==> src/rtl/sfd_pkg.sv <==
// ----------------------------------------------------------------------------
// sfd_pkg
// shared types and constants of the slip frame decoder
// ----------------------------------------------------------------------------
package sfd_pkg;

    // width of the packet position counter, legal range 8 to 32
    localparam int unsigned POSITION_WIDTH = 16;
    // width of the reported byte position field
    localparam int unsigned POS_OUT_WIDTH  = 16;
    localparam int unsigned BYTE_WIDTH     = 8;
    // widened counter, always one bit wider than the largest counter
    localparam int unsigned POS_WIDE_WIDTH = 33;

    // slip byte codes
    localparam logic [BYTE_WIDTH-1:0] CODE_END     = 8'o300;
    localparam logic [BYTE_WIDTH-1:0] CODE_ESC     = 8'o333;
    localparam logic [BYTE_WIDTH-1:0] CODE_ESC_END = 8'o334;
    localparam logic [BYTE_WIDTH-1:0] CODE_ESC_ESC = 8'o335;

    localparam logic [POS_OUT_WIDTH-1:0] POS_OUT_MAX = {POS_OUT_WIDTH{1'b1}};

    typedef logic [POSITION_WIDTH-1:0] t_position;

    // one decoded result
    typedef struct packed {
        logic [BYTE_WIDTH-1:0]    packet_byte;
        logic                     end_of_packet;
        logic [POS_OUT_WIDTH-1:0] byte_position;
    } t_result;

    // clamp the internal counter into the reported field
    function automatic logic [POS_OUT_WIDTH-1:0] clamp_position(input t_position cnt);
        logic [POS_WIDE_WIDTH-1:0] wide;
        wide = {{(POS_WIDE_WIDTH-POSITION_WIDTH){1'b0}}, cnt};
        if (wide > {{(POS_WIDE_WIDTH-POS_OUT_WIDTH){1'b0}}, POS_OUT_MAX}) begin
            return POS_OUT_MAX;
        end
        return wide[POS_OUT_WIDTH-1:0];
    endfunction

endpackage

==> src/rtl/sfd_core.sv <==
// ----------------------------------------------------------------------------
// sfd_core
// decode state and slip decode logic, one byte per cycle while i_fire is high
// ----------------------------------------------------------------------------
module sfd_core
    import sfd_pkg::*;
(
    input  logic                  i_clk,
    input  logic                  i_rst_n,
    input  logic                  i_fire,
    input  logic [BYTE_WIDTH-1:0] i_byte,
    output logic                  o_res_valid,
    output t_result               o_res
);

    localparam t_position POS_TOP = {POSITION_WIDTH{1'b1}};

    logic [BYTE_WIDTH-1:0] r_held_byte, n_held_byte;
    logic                  r_held_valid, n_held_valid;
    logic                  r_esc_pending, n_esc_pending;
    t_position             r_pos, n_pos;

    always_comb begin
        n_held_byte   = r_held_byte;
        n_held_valid  = r_held_valid;
        n_esc_pending = r_esc_pending;
        n_pos         = r_pos;
        o_res_valid   = 1'b0;
        o_res.packet_byte   = r_held_byte;
        o_res.end_of_packet = 1'b0;
        o_res.byte_position = clamp_position(r_pos);

        if (i_fire) begin
            priority if (i_byte == CODE_END) begin
                o_res_valid         = r_held_valid;
                o_res.end_of_packet = 1'b1;
                n_held_valid        = 1'b0;
                n_esc_pending       = 1'b0;
                n_pos               = '0;
            end else if (r_esc_pending && i_byte == CODE_ESC_END) begin
                n_held_byte   = CODE_END;
                n_esc_pending = 1'b0;
            end else if (r_esc_pending && i_byte == CODE_ESC_ESC) begin
                n_held_byte   = CODE_ESC;
                n_esc_pending = 1'b0;
            end else begin
                // plain byte, or an escape that stays literal
                o_res_valid = r_held_valid;
                if (r_held_valid && r_pos != POS_TOP) begin
                    n_pos = r_pos + t_position'(1);
                end
                n_held_byte   = i_byte;
                n_held_valid  = 1'b1;
                n_esc_pending = (i_byte == CODE_ESC);
            end
        end
    end

    always_ff @(posedge i_clk) begin
        if (!i_rst_n) begin
            r_held_byte   <= '0;
            r_held_valid  <= 1'b0;
            r_esc_pending <= 1'b0;
            r_pos         <= '0;
        end else begin
            r_held_byte   <= n_held_byte;
            r_held_valid  <= n_held_valid;
            r_esc_pending <= n_esc_pending;
            r_pos         <= n_pos;
        end
    end

endmodule

==> src/rtl/sfd_out_buf.sv <==
// ----------------------------------------------------------------------------
// sfd_out_buf
// two-entry result buffer, decouples the decoder from output stalls
// ----------------------------------------------------------------------------
module sfd_out_buf
    import sfd_pkg::*;
(
    input  logic    i_clk,
    input  logic    i_rst_n,
    input  logic    i_wr,
    input  t_result i_res,
    output logic    o_space,
    output logic    o_valid,
    output t_result o_res,
    input  logic    i_rd
);

    t_result    r_mem [2];
    logic       r_wr_ptr;
    logic       r_rd_ptr;
    logic [1:0] r_cnt;
    logic       rd_fire;

    assign o_space = (r_cnt != 2'd2);
    assign o_valid = (r_cnt != 2'd0);
    assign o_res   = r_mem[r_rd_ptr];
    assign rd_fire = i_rd && o_valid;

    always_ff @(posedge i_clk) begin
        if (i_wr) begin
            r_mem[r_wr_ptr] <= i_res;
        end
    end

    always_ff @(posedge i_clk) begin
        if (!i_rst_n) begin
            r_wr_ptr <= 1'b0;
            r_rd_ptr <= 1'b0;
            r_cnt    <= 2'd0;
        end else begin
            if (i_wr) begin
                r_wr_ptr <= ~r_wr_ptr;
            end
            if (rd_fire) begin
                r_rd_ptr <= ~r_rd_ptr;
            end
            unique case ({i_wr, rd_fire})
                2'b10:   r_cnt <= r_cnt + 2'd1;
                2'b01:   r_cnt <= r_cnt - 2'd1;
                default: r_cnt <= r_cnt;
            endcase
        end
    end

endmodule

==> src/rtl/slip_frame_decoder_unit.sv <==
// ----------------------------------------------------------------------------
// slip_frame_decoder_unit
// slip stream decoder, raw bytes in, decoded packet bytes out
// ----------------------------------------------------------------------------
// takes one raw slip byte per transaction and returns decoded packet bytes.
// every byte passes an input register, a combinational decode against the
// held-byte state, and a two-entry result buffer; one byte is taken per clock
// as long as the output side keeps up, and a result leaves the unit only
// from the buffer register. the decoded byte is held back by one input byte,
// so a packet byte comes out when the next raw byte (or the closing end byte)
// arrives; end_of_packet rides on tlast. an end byte with nothing held (empty
// packet) produces nothing. an escape followed by anything other than the two
// escape codes is passed through literally. the byte position is counted in a
// POSITION_WIDTH-bit saturating counter and reported clamped to 16 bits.
// the input ready depends only on registers, never on the output tready.
// ----------------------------------------------------------------------------
module slip_frame_decoder_unit
    import sfd_pkg::*;
(
    input  logic        i_clk,
    input  logic        i_rst_n,
    // input stream
    input  logic        i_s_tvalid,
    output logic        o_s_tready,
    input  logic [7:0]  i_s_tdata,   // [7:0] raw_byte
    // output stream
    output logic        o_m_tvalid,
    input  logic        i_m_tready,
    output logic [23:0] o_m_tdata,   // [7:0] packet_byte, [23:8] byte_position
    output logic        o_m_tlast    // end_of_packet
);

    // input register
    logic                  r_in_valid;
    logic [BYTE_WIDTH-1:0] r_in_byte;

    logic    buf_space;
    logic    dec_fire;
    logic    res_valid;
    t_result res;
    t_result out_res;

    // the staged byte moves into the decoder whenever the buffer has room
    assign dec_fire   = r_in_valid && buf_space;
    assign o_s_tready = !r_in_valid || buf_space;

    always_ff @(posedge i_clk) begin
        if (!i_rst_n) begin
            r_in_valid <= 1'b0;
        end else if (o_s_tready) begin
            r_in_valid <= i_s_tvalid;
        end
    end

    // payload register, no reset needed
    always_ff @(posedge i_clk) begin
        if (o_s_tready && i_s_tvalid) begin
            r_in_byte <= i_s_tdata;
        end
    end

    sfd_core u_core (
        .i_clk       (i_clk),
        .i_rst_n     (i_rst_n),
        .i_fire      (dec_fire),
        .i_byte      (r_in_byte),
        .o_res_valid (res_valid),
        .o_res       (res)
    );

    sfd_out_buf u_out_buf (
        .i_clk   (i_clk),
        .i_rst_n (i_rst_n),
        .i_wr    (res_valid),
        .i_res   (res),
        .o_space (buf_space),
        .o_valid (o_m_tvalid),
        .o_res   (out_res),
        .i_rd    (i_m_tready)
    );

    assign o_m_tdata = {out_res.byte_position, out_res.packet_byte};
    assign o_m_tlast = out_res.end_of_packet;

endmodule

==> config.mk <==
export PLATFORM = sky130hd
export DESIGN_NAME = slip_frame_decoder_unit
export DESIGN_NICKNAME = d
export VERILOG_FILES = /design/src/rtl/sfd_pkg.sv /design/src/rtl/sfd_core.sv /design/src/rtl/sfd_out_buf.sv /design/src/rtl/slip_frame_decoder_unit.sv
export SDC_FILE = /design/constraint.sdc
export NUM_CORES = 1
export LEC_CHECK = 0
export BUFFER_PORTS_ARGS = -buffer_cell sky130_fd_sc_hd__buf_2
export CAP_MARGIN = 10
export CELL_PAD_IN_SITES_DETAIL_PLACEMENT = 1
export CELL_PAD_IN_SITES_GLOBAL_PLACEMENT = 2
export CORE_AREA = 5 5 104 106
export CTS_CLUSTER_DIAMETER = 30
export CTS_CLUSTER_SIZE = 16
export DETAILED_ROUTE_END_ITERATION = 10
export DIE_AREA = 0 0 109 111
export PLACE_DENSITY = 0.89
export SKIP_CTS_REPAIR_TIMING = 1
export SYNTH_ARGS = -nofsm -noshare
export SYNTH_HDL_FRONTEND = slang
export SYNTH_HIERARCHICAL = 1
export SYNTH_SLANG_ARGS = --single-unit
==> constraint.sdc <==
create_clock -name i_clk -period 3.6 [get_ports i_clk]
set_input_delay 0 -clock i_clk [delete_from_list [all_inputs] [get_ports i_clk]]
set_output_delay 0 -clock i_clk [all_outputs]
set_load 0.02 [all_outputs]
==> flow_metrics.tcl, run 1 <==
set metrics [dict create \
    place_hpwl_um 5480 \
    syn_nets 305 \
    preCtsSetupSlack_ps 903 \
    holdPathStages 4 \
    routabilityCongestion 0.822 \
    first_pass_iters 4 \
    synthArstFlopShare_pct 0 \
    cts.sinks 90 \
    cts_tree "built" \
    yosys_register_bits 90 \
    grt-ovfl-total 0 \
    wire_per_inst_um 16.9 \
    grt_max_degree 27 \
    rows 36 \
    drv_slew 0 \
    dieArea_um2 12100 \
    grt_setup_unrepaired "false" \
    setup-tns-final_ps 0 \
    drt-vias-per-instance 5.37 \
    worstMarginPinSlew_ps 945 \
    critPathRequiredTime_ps 3640 \
    setup_slack_ps 868 \
    cts_max_level 3 \
    multi_input_area_um2 1310 \
    area_growth_pct 16.6 \
    ff2ff_setup_slack_ps 870 \
    power_density_nw_per_um2 455 \
    clk_path_buf_depth 2 \
    slew_headroom_pct 36.6 \
    vias 2577 \
    r2r_cells 7 \
    cts-root-buf "clkbuf_8" \
    track_usage_pct 14.1 \
    final_hold_viol_count 0 \
    drive_gt1_share_pct 21.0 \
    final_core_util_pct 45.7 \
    die_h_um 111 \
    start_kind "flop" \
    cts_buffers 9 \
    r2r-end "u_out_buf/r_mem[1][20]" \
    skew_ps 6.92 \
    drc 0 \
    worstSetupPathType "flop to flop" \
    seqCellArea_um2 2380 \
    synth_ff_type "edfxtp_1" \
    ant_nets 0 \
    cp_data_arrival_time_ps 2780 \
    antenna_found_initial 0 \
    hold_class "input port to flop" \
    most-common-layout-cells "58 x edfxtp_1, 38 x buf_2, 32 x dfxtp_1, 23 x mux2_1, 21 x nand2_1" \
    fin_crit_ps 2730 \
    core_area_um2 9680 \
    fillers 1030 \
    synth_edf_count 58 \
    diodes 0 \
    io_pins 39 \
    drv_cap 0 \
    synth.avg_cell_area_um2 13.1 \
    min-delay-start "i_m_tready" \
    insertion_delay_ps 360 \
    synth_cells 291 \
    end_kind "flop" \
    setup_viol 0 \
    period_share_pct 75.9 \
    start_util_pct 39.2 \
    clk_pin_slew_ps 80 \
    nets 356 \
    fmax_mhz 366 \
    ys_types 59 \
    first_global_vias 2641 \
    status "finished clean" \
    drtIter0Drc 180 \
    irDropWorstVdd_mv 0.164 \
    syn_area_um2 3800 \
    grt_pass1_wl_um 13400 \
    port_buffers 38 \
    cp_max_fo 17 \
    dieWidth_um 109 \
    reg2reg_from "u_out_buf/r_cnt[0]" \
    final_common_cell "edfxtp_1" \
    wl_um 8100 \
    yosys_warnings 6 \
    p_leak_nw 1.48 \
    seq_area_frac_synth_pct 62.7 \
]
-- layout make-up --
class / instances / share of cell area, %
Timing Repair Buffer: 52 / 7.69
Clock inverter: 3 / 0.876
Multi-Input combinational cell: 180 / 29.5
Inverter: 9 / 0.763
Clock buffer: 13 / 3.59
Tap cell: 133 / 3.76
Sequential cell: 90 / 53.8
-- layer usage --
| metal | wire length [um] | GRT usage, % | vias up |
|---|---|---|---|
| met5 | 0 | 0 | - |
| met4 | 184 | 7.07 | 0 |
| met3 | 364 | 3.20 | 17 |
| met2 | 3740 | 20.7 | 54 |
| met1 | 3810 | 19.3 | 1272 |
| li1 | - | - | 1234 |
-- cell families after synthesis --
kind of cell	count (synthesis)	synth area share, %
muxes	28	8.20
and+or+nand+nor	89	14.2
AOI/OAI and AO/OA	58	10.6
adders and majority gates	2	0.659
buffers and inverters	21	2.93
DFF	90	62.7
xor gates and xnor gates	3	0.692
-- synthesized netlist by cell type, types with 3 or more instances --
| master | n | area share, % |
|---|---|---|
| nand3_1 | 10 | 1.3 |
| clkbuf_1 | 3 | 0.30 |
| and3_1 | 3 | 0.49 |
| a41oi_1 | 9 | 2.1 |
| dfxtp_1 | 32 | 17 |
| nand4_1 | 8 | 1.3 |
| nor4_1 | 4 | 0.66 |
| nand2_1 | 21 | 2.1 |
| nor3_1 | 4 | 0.53 |
| buf_6 | 3 | 0.89 |
| a21oi_1 | 12 | 1.6 |
| mux2i_1 | 3 | 0.79 |
| nor2_1 | 4 | 0.40 |
| a31oi_1 | 11 | 1.8 |
| nor2b_1 | 4 | 0.66 |
| mux2_1 | 23 | 6.8 |
| xnor2_1 | 3 | 0.69 |
| nand2b_1 | 6 | 0.99 |
| o211ai_1 | 3 | 0.59 |
| buf_2 | 5 | 0.66 |
| o21ai_0 | 6 | 0.79 |
| inv_1 | 9 | 0.89 |
| and2_1 | 3 | 0.49 |
| edfxtp_1 | 58 | 46 |
-- metrics by stage --
step	power, W	std cells	hold WS [ps]	instance area, um^2
floorplan	0.00129	291	98.9	3800
global placement	0.00133	453	179	4100
detailed placement	0.00134	453	179	4100
CTS	0.00202	469	-206	4300
global route	0.00211	480	100	4430
finish	0.00201	480	81.9	4430
-- state kept, by name, indices dropped and copies added, names as in the netlist, named ones only --
name                  count
u_out_buf/r_mem          50
u_core/r_pos             16
r_in_byte                 8
u_core/r_held_byte        8
u_out_buf/r_cnt           2
r_in_valid                1
u_core/r_esc_pending      1
u_core/r_held_valid       1
u_out_buf/r_rd_ptr        1
u_out_buf/r_wr_ptr        1
-- critical path, stage by stage, from the launching register on --
cell and delay (ps):
dfxtp_1 420, nand2b_1 140, and2_2 280, and2_1 220
o31ai_1 140, inv_1 380, and2_1 480, buf_4 350
-- worst max-delay path by stage --
stage / startpoint / endpoint / cells past startpoint / slack (ps)
floorplan: u_out_buf/r_cnt[0] / u_out_buf/r_mem[0][0] / 8 / 850
global placement: u_out_buf/r_cnt[0] / u_out_buf/r_mem[1][23] / 7 / 1030
detailed placement: u_out_buf/r_cnt[0] / u_out_buf/r_mem[1][24] / 7 / 900
CTS: u_out_buf/r_cnt[0] / u_out_buf/r_mem[1][20] / 7 / 880
global route: u_out_buf/r_cnt[0] / u_out_buf/r_mem[1][20] / 7 / 600
finish: u_out_buf/r_cnt[0] / u_out_buf/r_mem[1][20] / 7 / 870
-- report_power, final --
part | total (W) | switching (W) | internal, W
Combinational | 0.000185 | 0.000104 | 0.0000814
Sequential | 0.00114 | 0.0000249 | 0.00112
Clock | 0.000684 | 0.000328 | 0.000356
No activity file was read; power rests on OpenSTA's default activity.
==> run 2, diff against run 1 <==
Settings changed: ABC_AREA set to 1, CORE_AREA 5 5 104 106 to 5 5 113 115, DIE_AREA 0 0 109 111 to 0 0 118 120, PLACE_DENSITY 0.89 to 0.87.
Clock period 3.6 ns to 2.3 ns, I/O delays scaled along.
==> flow_metrics.tcl, run 2 <==
set metrics [dict create \
    synth_commonest_cells "75 x nand2_1, 58 x edfxtp_1, 51 x nor2_1" \
    synth_most_common_cell "nand2_1" \
    cts_max_level 3 \
    ant_nets 0 \
    worstSetupPathType "flop to flop" \
    drv_slew 0 \
    vias 2718 \
    hold_class "input port to flop" \
    final_common_cell "nand2_1" \
    violations "hold timing" \
    dieWidth_um 118 \
    synth.avg_cell_area_um2 10.7 \
    setup-tns-final_ps 0 \
    nets 445 \
    place_hpwl_um 6070 \
    synth_edf_count 58 \
    dp.cells 558 \
    diodes 0 \
    cts_buffers 9 \
    fillers 1311 \
    fin_crit_ps 2070 \
    syn_area_um2 4000 \
    first_pass_iters 4 \
    drtIter0Drc 104 \
    skew_ps 4.72 \
    end_kind "flop" \
    rows 40 \
    dpl_cell_area_um2 4350 \
    ys_types 34 \
    synthArstFlopShare_pct 0 \
    cp_data_arrival_time_ps 2340 \
    most-common-layout-cells "75 x nand2_1, 58 x edfxtp_1, 50 x nor2_1, 38 x buf_2" \
    largest_register_ffs 50 \
    final_hold_viol_count 1 \
    wire_per_inst_um 15.1 \
    clk_pin_slew_ps 60 \
    first_global_vias 2924 \
    status "finished with violations" \
    io_pins 39 \
    r2r_cells 15 \
    min-delay-start "i_m_tready" \
    critPathRequiredTime_ps 2570 \
    core_area_um2 11700 \
    start_util_pct 34.2 \
    ff2ff_setup_slack_ps 230 \
    antenna_found_initial 0 \
    routabilityCongestion 0.766 \
    fin_cells 583 \
    area_growth_pct 18.9 \
    holdPathStages 4 \
    grt_pass1_wl_um 14600 \
    yosys_register_bits 90 \
    syn_nets 389 \
    dieArea_um2 14200 \
    drt-vias-per-instance 4.66 \
    cts.sinks 90 \
    setup_viol 0 \
    synth_ff_type "edfxtp_1" \
    slew_headroom_pct 50.8 \
    start_kind "flop" \
    drive_gt1_share_pct 24.5 \
    port_buffers 38 \
    clk_path_buf_depth 2 \
    cts_tree "built" \
    cp_max_fo 5 \
    drv_cap 0 \
    cts-root-buf "clkbuf_16" \
    grt-ovfl-total 0 \
    fin_area_um2 4760 \
    drc 0 \
    worstMarginPinSlew_ps 738 \
    fmax_mhz 484 \
    reg2reg_from "u_out_buf/r_cnt[0]" \
    synth_top_area_share_pct 43.5 \
    whs_ps -0.0589 \
    seqCellArea_um2 2380 \
    r2r-end "u_out_buf/r_cnt[1]" \
    wl_um 8800 \
    p_leak_nw 1.89 \
    irDropWorstVdd_mv 0.507 \
    grt_setup_unrepaired "false" \
    netlist_top_cells_area "edfxtp_1 44%, dfxtp_1 16%, mux2_4 7.5%" \
    seq_area_frac_synth_pct 59.5 \
    regMostFlops "u_out_buf/r_mem" \
    power_density_nw_per_um2 738 \
    die_h_um 120 \
    insertion_delay_ps 330 \
    track_usage_pct 12.9 \
    grt_max_degree 26 \
    top_regs "u_out_buf/r_mem x50, u_core/r_pos x16" \
    synth_cells 375 \
    yosysTopAreaCell "edfxtp_1" \
    multi_input_area_um2 1390 \
    yosys_warnings 6 \
    period_share_pct 89.8 \
]
## run 2: worst max-delay path by stage
stage,startpoint,end,slack [ps],depth (start not counted)
after detailed placement,u_out_buf/r_cnt[0],u_out_buf/r_cnt[1],210,15
after global placement,u_out_buf/r_cnt[0],u_out_buf/r_cnt[1],360,15
final,u_out_buf/r_cnt[0],u_out_buf/r_cnt[1],230,15
after global routing,u_out_buf/r_cnt[0],u_out_buf/r_cnt[1],30,15
after floorplan,u_out_buf/r_cnt[0],u_out_buf/r_mem[0][0],110,10
after CTS,u_out_buf/r_cnt[0],u_out_buf/r_cnt[1],120,15
## run 2: cell type report
cell class | count | share of cell area, %
clock inverters | 3 | 0.999
multi-input cells | 239 | 29.1
repair buffers | 54 | 7.26
inverters | 37 | 2.95
clock buffers | 13 | 5.68
flip-flops and latches | 90 | 50.1
well taps | 147 | 3.87
## run 2: critical path, stage by stage (launching register included)
cell	delay, ps
dfxtp_2	350
inv_1	90
nand2_1	100
nand2_1	70
inv_2	100
inv_2	70
a21oi_4	170
nand2_1	100
inv_1	110
inv_1	80
ha_1	340
inv_1	100
nand2_1	70
nor2_1	110
nor2_1	60
nor2_1	100
## run 2: through the flow
stage               total power (W)  hold WS [ps]  setup slack [ps]  util [%]
finish                      0.00351       -0.0589               235      40.6
CTS                         0.00354          -172               121      39.8
global route                0.00366          29.1              32.0      40.6
global placement            0.00202           180               364      37.1
floorplan                   0.00197          98.9               113         -
detailed placement          0.00203           181               206      37.1
## run 2: metal layers
layer / global-route usage [%] / up-vias / wire [um]
li1: - / 1376 / -
met1: 14.7 / 1305 / 3800
met2: 23.2 / 26 / 4630
met3: 3.02 / 11 / 222
met4: 5.38 / 0 / 147
met5: 0 / - / 0
## run 2: kinds of logic (layout without fill, tap and decap cells)
group / count (synthesis) / after routing / share of synthesized area [%]
flops: 90 / 90 / 59.5
buf+inv: 46 / 107 / 5.88
fa+ha+maj: 2 / 2 / 0.625
simple gates: 175 / 175 / 19.1
xor+xnor: 6 / 6 / 1.31
mux: 25 / 25 / 8.91
compound gates: 31 / 31 / 4.60
## run 2: power by group
group          internal [W]  switching (W)
logic             0.0000959       0.000135
registers           0.00175      0.0000259
clock network      0.000934       0.000573
